===== config.mk =====
export PLATFORM = sky130hd
export DESIGN_NAME = timed_event_queue_scheduler_flat
export DESIGN_NICKNAME = d
export VERILOG_FILES = /design/src/hw/rtl/tesq_pkg.sv /design/src/hw/rtl/tesq_ifs.sv /design/src/hw/rtl/timed_event_queue_scheduler.sv /design/src/hw/rtl/tesq_cell.sv /design/src/hw/rtl/tesq_chain.sv /design/src/flat_wrapper.sv
export SDC_FILE = /design/constraint.sdc
export NUM_CORES = 2
export LEC_CHECK = 0
export ABC_AREA = 0
export BUFFER_PORTS_ARGS = -buffer_cell sky130_fd_sc_hd__buf_4
export CAP_MARGIN = 30
export CORE_ASPECT_RATIO = 1.75
export CORE_MARGIN = 2
export CORE_UTILIZATION = 40
export DETAILED_ROUTE_END_ITERATION = 8
export REMOVE_ABC_BUFFERS = 1
export SETUP_SLACK_MARGIN = 0.2
export SLEW_MARGIN = 0
export SYNTH_ARGS = -nofsm -noshare
export SYNTH_HDL_FRONTEND = slang
export SYNTH_SLANG_ARGS = --single-unit

===== constraint.sdc =====
create_clock -name clk -period 35.6 [get_ports clk]
set_clock_uncertainty 0.1 [all_clocks]
set_input_delay 8.9 -clock clk [delete_from_list [all_inputs] [get_ports clk]]
set_output_delay 8.9 -clock clk [all_outputs]
set_load 0.005 [all_outputs]

===== src/hw/rtl/tesq_pkg.sv =====
// shared types and constants of the timed event queue scheduler
package tesq_pkg;

  localparam int QUEUE_DEPTH = 16;
  localparam int CNT_W       = $clog2(QUEUE_DEPTH + 1);

  // request codes
  typedef logic [2:0] req_t;
  localparam req_t REQ_ADD     = 3'd0;
  localparam req_t REQ_TICK    = 3'd1;
  localparam req_t REQ_SERVICE = 3'd2;
  localparam req_t REQ_CLEAR   = 3'd3;
  localparam req_t REQ_RST_TIME = 3'd4;
  localparam req_t REQ_DRAW    = 3'd5;

  // configuration register indexes
  typedef logic [0:0] cfg_idx_t;
  localparam cfg_idx_t CFG_DEFERRED = 1'b0;
  localparam cfg_idx_t CFG_DRAW_EN  = 1'b1;

  // one queued event
  typedef struct packed {
    logic [31:0] due;
    logic [31:0] period;
    logic [7:0]  x;
    logic [7:0]  y;
    logic [1:0]  kind;
    logic [15:0] handle;
  } entry_t;

  // captured request
  typedef struct packed {
    req_t   req_type;
    entry_t item;
  } req_item_t;

  // one result
  typedef struct packed {
    logic        draw_valid;
    logic [15:0] handle;
    logic [1:0]  kind;
    logic [7:0]  x;
    logic [7:0]  y;
    logic [31:0] due;
    logic        status;
    logic [31:0] current_time;
  } result_t;

  // command broadcast to every cell of the queue
  typedef enum logic [1:0] {
    CELL_HOLD,
    CELL_INSERT,
    CELL_POP
  } cell_op_t;

  typedef struct packed {
    cell_op_t op;
    entry_t   item;
  } cell_cmd_t;

endpackage


===== src/hw/rtl/tesq_ifs.sv =====
// valid/ready channel interfaces of the timed event queue scheduler

// request channel
interface tesq_req_if;
  logic        valid;
  logic        ready;
  logic [2:0]  req_type;
  logic [31:0] due_time;
  logic [31:0] repeat_period;
  logic [1:0]  figure_kind;
  logic [7:0]  pos_x;
  logic [7:0]  pos_y;
  logic [15:0] figure_handle;

  modport source (output valid, req_type, due_time, repeat_period, figure_kind,
                  pos_x, pos_y, figure_handle, input ready);
  modport sink (input valid, req_type, due_time, repeat_period, figure_kind,
                pos_x, pos_y, figure_handle, output ready);
endinterface

// result channel
interface tesq_res_if;
  logic        valid;
  logic        ready;
  logic        draw_valid;
  logic [15:0] out_handle;
  logic [1:0]  out_kind;
  logic [7:0]  out_x;
  logic [7:0]  out_y;
  logic [31:0] out_due;
  logic        status;
  logic [31:0] current_time;

  modport source (output valid, draw_valid, out_handle, out_kind, out_x, out_y,
                  out_due, status, current_time, input ready);
  modport sink (input valid, draw_valid, out_handle, out_kind, out_x, out_y,
                out_due, status, current_time, output ready);
endinterface

// configuration write channel
interface tesq_cfg_if;
  logic       valid;
  logic       ready;
  logic [0:0] index;
  logic       data;

  modport source (output valid, index, data, input ready);
  modport sink (input valid, index, data, output ready);
endinterface


===== src/hw/rtl/timed_event_queue_scheduler.sv =====
// top level of the timed event queue scheduler
//
// Requests enter on in_req (valid/ready): add, tick, service pending, clear all,
// reset time and draw now. Every request gives exactly one transaction on
// out_res carrying draw data, the add status and the time after the request.
// cfg_wr sets the deferred mode and draw enable bits; it is always ready.
// The user must see that it is written only while the block is idle; the
// block itself does not enforce this. Events sit in a row of QUEUE_DEPTH
// cells kept sorted by due time; an insert shifts the cells behind the new
// event, and a head removal shifts every cell toward the head. A request is
// captured in the request register and executed in the execute state, which
// writes its result to the output register. A dispatch whose event repeats
// passes through a re-arm state that re-inserts it before the next request
// is taken. The output register lets the next request in while a result
// waits; a stalled receiver holds the execute state until the register is free.
// Reset (synchronous, active low) empties the queue, zeroes the time counter,
// the pending flag and both configuration bits, and drops any waiting result.
module timed_event_queue_scheduler
  import tesq_pkg::*;
(
  input  logic  clk,
  input  logic  rst_n,
  tesq_req_if.sink   in_req,
  tesq_res_if.source out_res,
  tesq_cfg_if.sink   cfg_wr
);

  typedef enum logic [1:0] {
    S_IDLE,
    S_EXEC,
    S_REARM
  } state_t;

  state_t           state_r, state_nxt;
  req_item_t        req_r, req_nxt;
  entry_t           rearm_r, rearm_nxt;
  result_t          res_r, res_nxt;
  logic             out_valid_r, out_valid_nxt;
  logic [CNT_W-1:0] count_r, count_nxt;
  logic [31:0]      time_r, time_nxt;
  logic             pending_r, pending_nxt;
  logic             deferred_r, deferred_nxt;
  logic             draw_en_r, draw_en_nxt;

  cell_cmd_t   cmd;
  entry_t      head;
  logic        slot_free;
  logic [31:0] time_inc;
  logic [31:0] time_cmp;
  logic        head_due;
  logic        add_ok;
  logic        dispatch;

  // sorted queue
  tesq_chain u_chain (
    .clk   (clk),
    .cmd   (cmd),
    .count (count_r),
    .head  (head)
  );

  // handshake outputs
  assign in_req.ready  = (state_r == S_IDLE);
  assign cfg_wr.ready  = 1'b1;
  assign out_res.valid = out_valid_r;
  assign out_res.draw_valid   = res_r.draw_valid;
  assign out_res.out_handle   = res_r.handle;
  assign out_res.out_kind     = res_r.kind;
  assign out_res.out_x        = res_r.x;
  assign out_res.out_y        = res_r.y;
  assign out_res.out_due      = res_r.due;
  assign out_res.status       = res_r.status;
  assign out_res.current_time = res_r.current_time;

  // request decode helpers
  assign slot_free = !out_valid_r || out_res.ready;
  assign time_inc  = time_r + 32'd1;
  assign time_cmp  = (req_r.req_type == REQ_TICK) ? time_inc : time_r;
  assign head_due  = (count_r != '0) && draw_en_r && (head.due < time_cmp);
  assign add_ok    = (req_r.item.due != 32'd0) && (count_r != CNT_W'(QUEUE_DEPTH));
  assign dispatch  = ((req_r.req_type == REQ_TICK) && head_due && !deferred_r) ||
                     ((req_r.req_type == REQ_SERVICE) && pending_r && deferred_r &&
                      head_due);

  // queue command
  always_comb begin
    cmd.op   = CELL_HOLD;
    cmd.item = req_r.item;
    if ((state_r == S_EXEC) && slot_free) begin
      if ((req_r.req_type == REQ_ADD) && add_ok) begin
        cmd.op = CELL_INSERT;
      end else if (dispatch) begin
        cmd.op = CELL_POP;
      end
    end else if ((state_r == S_REARM) && (rearm_r.due != 32'd0)) begin
      cmd.op   = CELL_INSERT;
      cmd.item = rearm_r;
    end
  end

  // next state and result
  always_comb begin
    state_nxt     = state_r;
    req_nxt       = req_r;
    rearm_nxt     = rearm_r;
    res_nxt       = res_r;
    out_valid_nxt = out_valid_r;
    count_nxt     = count_r;
    time_nxt      = time_r;
    pending_nxt   = pending_r;
    deferred_nxt  = deferred_r;
    draw_en_nxt   = draw_en_r;

    if (out_valid_r && out_res.ready) begin
      out_valid_nxt = 1'b0;
    end

    // configuration writes
    if (cfg_wr.valid) begin
      unique case (cfg_wr.index)
        CFG_DEFERRED: deferred_nxt = cfg_wr.data;
        CFG_DRAW_EN:  draw_en_nxt  = cfg_wr.data;
        default:      ;
      endcase
    end

    unique case (state_r)
      S_IDLE: begin
        if (in_req.valid) begin
          req_nxt.req_type    = in_req.req_type;
          req_nxt.item.due    = in_req.due_time;
          req_nxt.item.period = in_req.repeat_period;
          req_nxt.item.x      = in_req.pos_x;
          req_nxt.item.y      = in_req.pos_y;
          req_nxt.item.kind   = in_req.figure_kind;
          req_nxt.item.handle = in_req.figure_handle;
          state_nxt           = S_EXEC;
        end
      end
      S_EXEC: begin
        if (slot_free) begin
          res_nxt       = '0;
          out_valid_nxt = 1'b1;
          state_nxt     = S_IDLE;
          unique case (req_r.req_type)
            REQ_ADD: begin
              if (add_ok) begin
                count_nxt = count_r + CNT_W'(1);
              end else begin
                res_nxt.status = 1'b1;
              end
            end
            REQ_TICK: begin
              time_nxt = time_inc;
              if (head_due && deferred_r) begin
                pending_nxt = 1'b1;
              end
            end
            REQ_SERVICE:  pending_nxt = 1'b0;
            REQ_CLEAR:    count_nxt   = '0;
            REQ_RST_TIME: time_nxt    = 32'd0;
            REQ_DRAW: begin
              if (draw_en_r) begin
                res_nxt.draw_valid = 1'b1;
                res_nxt.handle     = req_r.item.handle;
                res_nxt.kind       = req_r.item.kind;
                res_nxt.x          = req_r.item.x;
                res_nxt.y          = req_r.item.y;
                res_nxt.due        = req_r.item.due;
              end
            end
            default: ;
          endcase
          // head dispatch with optional re-arm
          if (dispatch) begin
            res_nxt.draw_valid = 1'b1;
            res_nxt.handle     = head.handle;
            res_nxt.kind       = head.kind;
            res_nxt.x          = head.x;
            res_nxt.y          = head.y;
            res_nxt.due        = head.due;
            count_nxt          = count_r - CNT_W'(1);
            rearm_nxt          = head;
            rearm_nxt.due      = head.due + head.period;
            if (head.period != 32'd0) begin
              state_nxt = S_REARM;
            end
          end
          res_nxt.current_time = time_nxt;
        end
      end
      S_REARM: begin
        if (rearm_r.due != 32'd0) begin
          count_nxt = count_r + CNT_W'(1);
        end
        state_nxt = S_IDLE;
      end
      default: state_nxt = S_IDLE;
    endcase
  end

  // state and registered outputs
  always_ff @(posedge clk) begin
    if (!rst_n) begin
      state_r     <= S_IDLE;
      out_valid_r <= 1'b0;
      count_r     <= '0;
      time_r      <= 32'd0;
      pending_r   <= 1'b0;
      deferred_r  <= 1'b0;
      draw_en_r   <= 1'b0;
    end else begin
      state_r     <= state_nxt;
      out_valid_r <= out_valid_nxt;
      count_r     <= count_nxt;
      time_r      <= time_nxt;
      pending_r   <= pending_nxt;
      deferred_r  <= deferred_nxt;
      draw_en_r   <= draw_en_nxt;
    end
    req_r   <= req_nxt;
    rearm_r <= rearm_nxt;
    res_r   <= res_nxt;
  end

endmodule


===== src/hw/rtl/tesq_cell.sv =====
// one slot of the sorted shift-register queue
module tesq_cell
  import tesq_pkg::*;
(
  input  logic      clk,
  input  cell_cmd_t cmd,
  input  logic      occupied,
  input  entry_t    left_entry,
  input  logic      left_keep,
  input  entry_t    right_entry,
  output entry_t    entry,
  output logic      keep
);

  entry_t entry_r;
  entry_t entry_nxt;

  // slot stays put on insert when it is in use and not later than the new event
  assign keep  = occupied && (entry_r.due <= cmd.item.due);
  assign entry = entry_r;

  // next slot contents
  always_comb begin
    case (cmd.op)
      CELL_INSERT: begin
        if (keep) begin
          entry_nxt = entry_r;
        end else if (left_keep) begin
          entry_nxt = cmd.item;
        end else begin
          entry_nxt = left_entry;
        end
      end
      CELL_POP: entry_nxt = right_entry;
      default:  entry_nxt = entry_r;
    endcase
  end

  always_ff @(posedge clk) begin
    entry_r <= entry_nxt;
  end

endmodule


===== src/hw/rtl/tesq_chain.sv =====
// row of queue cells, head at cell zero
module tesq_chain
  import tesq_pkg::*;
(
  input  logic             clk,
  input  cell_cmd_t        cmd,
  input  logic [CNT_W-1:0] count,
  output entry_t           head
);

  entry_t                 cell_q [QUEUE_DEPTH];
  logic [QUEUE_DEPTH-1:0] keep;

  genvar gi;
  generate
    for (gi = 0; gi < QUEUE_DEPTH; gi++) begin : g_cell
      entry_t left_e;
      entry_t right_e;
      logic   left_k;

      // neighbor hookup, the ends see the command item
      if (gi == 0) begin : g_first
        assign left_e = cmd.item;
        assign left_k = 1'b1;
      end else begin : g_mid
        assign left_e = cell_q[gi-1];
        assign left_k = keep[gi-1];
      end
      if (gi == QUEUE_DEPTH - 1) begin : g_last
        assign right_e = cmd.item;
      end else begin : g_inner
        assign right_e = cell_q[gi+1];
      end

      tesq_cell u_cell (
        .clk         (clk),
        .cmd         (cmd),
        .occupied    (count > CNT_W'(gi)),
        .left_entry  (left_e),
        .left_keep   (left_k),
        .right_entry (right_e),
        .entry       (cell_q[gi]),
        .keep        (keep[gi])
      );
    end
  endgenerate

  assign head = cell_q[0];

endmodule


===== src/flat_wrapper.sv =====
// flat-port wrapper written by rule: the top's interface ports become plain ports
module timed_event_queue_scheduler_flat import tesq_pkg::*;
  (clk, rst_n, in_req_valid, in_req_req_type, in_req_due_time, in_req_repeat_period, in_req_figure_kind, in_req_pos_x, in_req_pos_y, in_req_figure_handle, in_req_ready, out_res_valid, out_res_draw_valid, out_res_out_handle, out_res_out_kind, out_res_out_x, out_res_out_y, out_res_out_due, out_res_status, out_res_current_time, out_res_ready, cfg_wr_valid, cfg_wr_index, cfg_wr_data, cfg_wr_ready);
  tesq_req_if in_req_i ();
  tesq_res_if out_res_i ();
  tesq_cfg_if cfg_wr_i ();
  input  logic clk;
  input  logic rst_n;
  input wire logic [$bits(in_req_i.valid)-1:0] in_req_valid;
  input wire logic [$bits(in_req_i.req_type)-1:0] in_req_req_type;
  input wire logic [$bits(in_req_i.due_time)-1:0] in_req_due_time;
  input wire logic [$bits(in_req_i.repeat_period)-1:0] in_req_repeat_period;
  input wire logic [$bits(in_req_i.figure_kind)-1:0] in_req_figure_kind;
  input wire logic [$bits(in_req_i.pos_x)-1:0] in_req_pos_x;
  input wire logic [$bits(in_req_i.pos_y)-1:0] in_req_pos_y;
  input wire logic [$bits(in_req_i.figure_handle)-1:0] in_req_figure_handle;
  output wire logic [$bits(in_req_i.ready)-1:0] in_req_ready;
  output wire logic [$bits(out_res_i.valid)-1:0] out_res_valid;
  output wire logic [$bits(out_res_i.draw_valid)-1:0] out_res_draw_valid;
  output wire logic [$bits(out_res_i.out_handle)-1:0] out_res_out_handle;
  output wire logic [$bits(out_res_i.out_kind)-1:0] out_res_out_kind;
  output wire logic [$bits(out_res_i.out_x)-1:0] out_res_out_x;
  output wire logic [$bits(out_res_i.out_y)-1:0] out_res_out_y;
  output wire logic [$bits(out_res_i.out_due)-1:0] out_res_out_due;
  output wire logic [$bits(out_res_i.status)-1:0] out_res_status;
  output wire logic [$bits(out_res_i.current_time)-1:0] out_res_current_time;
  input wire logic [$bits(out_res_i.ready)-1:0] out_res_ready;
  input wire logic [$bits(cfg_wr_i.valid)-1:0] cfg_wr_valid;
  input wire logic [$bits(cfg_wr_i.index)-1:0] cfg_wr_index;
  input wire logic [$bits(cfg_wr_i.data)-1:0] cfg_wr_data;
  output wire logic [$bits(cfg_wr_i.ready)-1:0] cfg_wr_ready;
  assign in_req_i.valid = in_req_valid;
  assign in_req_i.req_type = in_req_req_type;
  assign in_req_i.due_time = in_req_due_time;
  assign in_req_i.repeat_period = in_req_repeat_period;
  assign in_req_i.figure_kind = in_req_figure_kind;
  assign in_req_i.pos_x = in_req_pos_x;
  assign in_req_i.pos_y = in_req_pos_y;
  assign in_req_i.figure_handle = in_req_figure_handle;
  assign in_req_ready = in_req_i.ready;
  assign out_res_valid = out_res_i.valid;
  assign out_res_draw_valid = out_res_i.draw_valid;
  assign out_res_out_handle = out_res_i.out_handle;
  assign out_res_out_kind = out_res_i.out_kind;
  assign out_res_out_x = out_res_i.out_x;
  assign out_res_out_y = out_res_i.out_y;
  assign out_res_out_due = out_res_i.out_due;
  assign out_res_status = out_res_i.status;
  assign out_res_current_time = out_res_i.current_time;
  assign out_res_i.ready = out_res_ready;
  assign cfg_wr_i.valid = cfg_wr_valid;
  assign cfg_wr_i.index = cfg_wr_index;
  assign cfg_wr_i.data = cfg_wr_data;
  assign cfg_wr_ready = cfg_wr_i.ready;
  timed_event_queue_scheduler u_core (.clk(clk), .rst_n(rst_n), .in_req(in_req_i), .out_res(out_res_i), .cfg_wr(cfg_wr_i));
endmodule

==> flow_summary_export.csv <==
group,metric,value,unit
run_status,status,"finished clean",
routing,vias_per_cell,6.85,
logic_synthesis,async_flop_share,0,
place,dpl-instance-area,0.112,mm2
die,rows,251,
die,core_area,0.266,mm2
place,portBuffers,209,
logic_synthesis,synth-edff-count,1867,
logic_synthesis,synth-seq-cells,1910,
critical_path,crit_arrival,16.13,ns
logic_synthesis,ys.flop_type,"edfxtp_1",
cells_and_area,area_growth,11.0,%
critical_path,worstSetupStartpointType,"input pin",
place,post-place-ws,19.23,ns
place,gp_congestion,1.03,
sta,hold_ws,0.363,ns
min_path,hp-class,"flip-flop to flip-flop",
critical_path,cp-end-kind,"flip-flop",
power_and_ir_drop,power,5.01,mW
logic_synthesis,synth_top_family_by_area,"compound AO/OA/AOI/OAI gates",
logic_synthesis,avgSynthCellArea,10.7,um2
sta,drv_slew,0,
critical_path,cp_slowest_cell,"buf_4",
critical_path,cpPeakStageDelay,0.83,ns
sta,finalCritPeriodShare,0.437,
logic_synthesis,synth_cell_types,85,
power_and_ir_drop,irDropWorstVdd,37.0,uV
clock_tree,clock_latency,0.92,ns
routing,routed_wl,473000,um
logic_synthesis,synth_simple_gate_area_frac,0.139,
critical_path,critical_path_class,"input pin to flip-flop",
sta,layout_min_cycle_time,15.55,ns
cells_and_area,final_layout_size_suffix_gt1_frac,0.110,
routing,firstDrtPassIters,8,
clock_tree,cts_resized,0,
die,die_y,688,um
logic_synthesis,synth_xor_area_frac,0.00426,
grt,grt_start_max_net_pins,192,
routing,drtAntennaViolNets,0,
sta,relSlewSlack,0.0764,
clock_tree,cts_hold_buf,0,
logic_synthesis,ys_warn_count,0,
die,start_util,0.401,
clock_tree,cts_sinks,1910,
clock_tree,cts_inserted_buffers,194,
power_and_ir_drop,power.density,42.3,mW/mm2
die,die_w,395,um
grt,grt_pass1_vias,90200,
grt,grt_pass1_wl,663000,um
critical_path,cpMostUsedCell,"buf_4",
logic_synthesis,syn-cell-area,0.107,mm2
sta,finalHoldViolations,0,
cells_and_area,final_common_cell,"edfxtp_1",
grt,grt_antenna_before_repair,19,
logic_synthesis,synthMuxAreaShare,0.0196,
critical_path,crit_required,36.18,ns
routing,initialDrtViolationCount,14100,
sta,grt_setup_unrepaired,"false",
die,io_pins,211,
logic_synthesis,synth_compound_area_frac,0.191,
logic_synthesis,synthAdderAreaFrac,0.0686,
routing,drcViolationCount,0,
clock_tree,htreeDepth,4,
routing,wl_per_cell,35.1,um
die,die-area,0.271,mm2
cells_and_area,design_area,0.118,mm2
power_and_ir_drop,p_leak,44.0,nW
sta,fmax,0.0643,GHz
clock_tree,cts.clk_slew.worst_paths,0.07,ns
routing,num_vias,92300,
cells_and_area,final_cell_mix,"1867 x edfxtp_1, 1299 x nand2_1, 740 x nor2_1",
clock_tree,clock_path_buffers,4,
place,post-dp-hpwl,287000,um
run,cap_violations,0,
critical_path,crit_chain,"buf_4 -> nor2b_1 -> nand2b_2 -> buf_4 -> o211ai_1 -> buf_12 -> mux2i_2 -> buf_4 -> ha_1 -> nand4_1 -> nor2_1 -> nand4_1 -> or3_1 -> o221ai_4 -> buf_4 -> buf_4 -> buf_4 -> a21oi_1 -> a211oi_1",
grt,grt_util_all_layers,0.336,
sta,setup_viol,0,
clock_tree,root_buffer,"clkbuf_16",
grt,grt.overflow.total,0,
sta,worst_pin_slew,1.39,ns
sta,fin_ws,20.05,ns
clock_tree,cts_tree,"yes",
sta,setup_tns,0,ns
logic_synthesis,synth_seq_area_share,0.533,
clock_tree,cts_setup_buffers,0,
cells_and_area,nets,10500,
critical_path,path_max_fanout,74,
logic_synthesis,synth_cells,9936,
[cell usage after synthesis, drive strengths merged (6+ instances only)]
master	number	area share
nand2	1300	0.046
xor2	17	0.0014
buf	279	0.013
mux2i	199	0.019
or4	6	0.00046
and2	17	0.0010
and4b	98	0.0092
o21ai	339	0.016
nor2b	43	0.0025
o221a	104	0.011
nand4	223	0.013
or3	10	0.00059
o31ai	11	0.00077
a221oi	109	0.0089
dfxtp	43	0.0081
nor3	43	0.0021
edfxtp	1867	0.52
o221ai	8	0.00066
a21oi	667	0.031
and4	14	0.0011
a211oi	212	0.016
a21o	190	0.013
a221o	391	0.037
and3	20	0.0012
or2	15	0.00088
inv	342	0.012
a2111oi	7	0.00057
a211o	8	0.00066
xnor2	35	0.0029
a21boi	9	0.00063
a22o	67	0.0055
o211a	8	0.00075
clkbuf	534	0.019
mux2	9	0.00095
ha	584	0.068
a31oi	9	0.00053
nor2	808	0.030
nand2b	26	0.0015
nand3	432	0.020
nor4	135	0.0082
o311ai	8	0.00087
o21a	35	0.0025
o211ai	610	0.043
[through the flow]
| step | utilization | std cells |
|---|---|---|
| floorplan | - | 9123 |
| global placement | 0.420 | 13100 |
| detailed placement | 0.422 | 13100 |
| CTS | 0.444 | 13500 |
| global route | 0.445 | 13500 |
| finish | 0.445 | 13500 |
[power by group]
part / internal (mW) / total, mW / switching [mW]
logic: 0.122 / 0.377 / 0.255
clock network: 1.13 / 2.09 / 0.963
registers: 2.50 / 2.54 / 0.0382
total: 3.75 / 5.01 / 1.26
[cell families after synthesis]
kind of cell,count (synthesis)
compound gates,2820
xor+xnor,52
fa+ha+maj,585
buf+inv,1156
flops,1910
mux,208
other cells,1
simple gates,3204
[path summary, 6_finish.rpt]
check | start | endpoint | slack, ns | cells past startpoint
worst max-delay path | out_res_ready | u_core.u_chain.g_cell[14].u_cell.entry[54]$_DFFE_PP_ | 20.05 | 19
worst min-delay path | u_core.u_chain.g_cell[0].u_cell.entry[52]$_DFFE_PP_ | u_core.rearm_r[52]$_DFFE_PP_ | 0.36 | 0
worst max register to register | u_core.time_r[8]$_SDFFE_PN0P_ | u_core.u_chain.g_cell[5].u_cell.entry[23]$_DFFE_PP_ | 26.16 | 21
worst min register to register | u_core.u_chain.g_cell[0].u_cell.entry[52]$_DFFE_PP_ | u_core.rearm_r[52]$_DFFE_PP_ | 0.36 | 0
[worst max-delay path, delay by kind of cell]
family,cells,cell delay [ns]
and+or+nand+nor,6,2.05
muxes,1,0.28
AOI/OAI and AO/OA,4,0.91
adders and majority gates,1,0.35
buffers and inverters,7,3.42
[sequential cells by signal, summed over array words and instances, names as in the netlist]
| name | count |
|---|---|
| u_core.u_chain.g_cell.u_cell.entry | 1568 |
| u_core.req_r | 101 |
| u_core.rearm_r | 98 |
| u_core.out_res.current_time | 32 |
| u_core.out_res.out_due | 32 |
| u_core.time_r | 32 |
| u_core.out_res.out_handle | 16 |
| u_core.out_res.out_x | 8 |
| u_core.out_res.out_y | 8 |
| u_core.count_r | 5 |
| u_core.out_res.out_kind | 2 |
| u_core.state_r | 2 |
| u_core.deferred_r | 1 |
| u_core.draw_en_r | 1 |
| u_core.out_res.draw_valid | 1 |
| u_core.out_res.status | 1 |
| u_core.out_res.valid | 1 |
| u_core.pending_r | 1 |
[final cells by class]
cell class	instances	area (um2)
clock buffers	244	5100
diodes	10	25.0
clock inverters	104	955
well taps	3542	4430
fillers	24900	148000
repair buffers	456	3950
inverters	343	1300
multi-input cells	6870	45800
flip-flops and latches	1910	56900
[per-layer routing]
metal  GRT usage  wire [um]
met5           0         53
met2       0.544     217000
met4       0.261      44700
met1       0.391     164000
met3      0.0667      47700
Note: power is estimated with default switching activity, not from simulation.
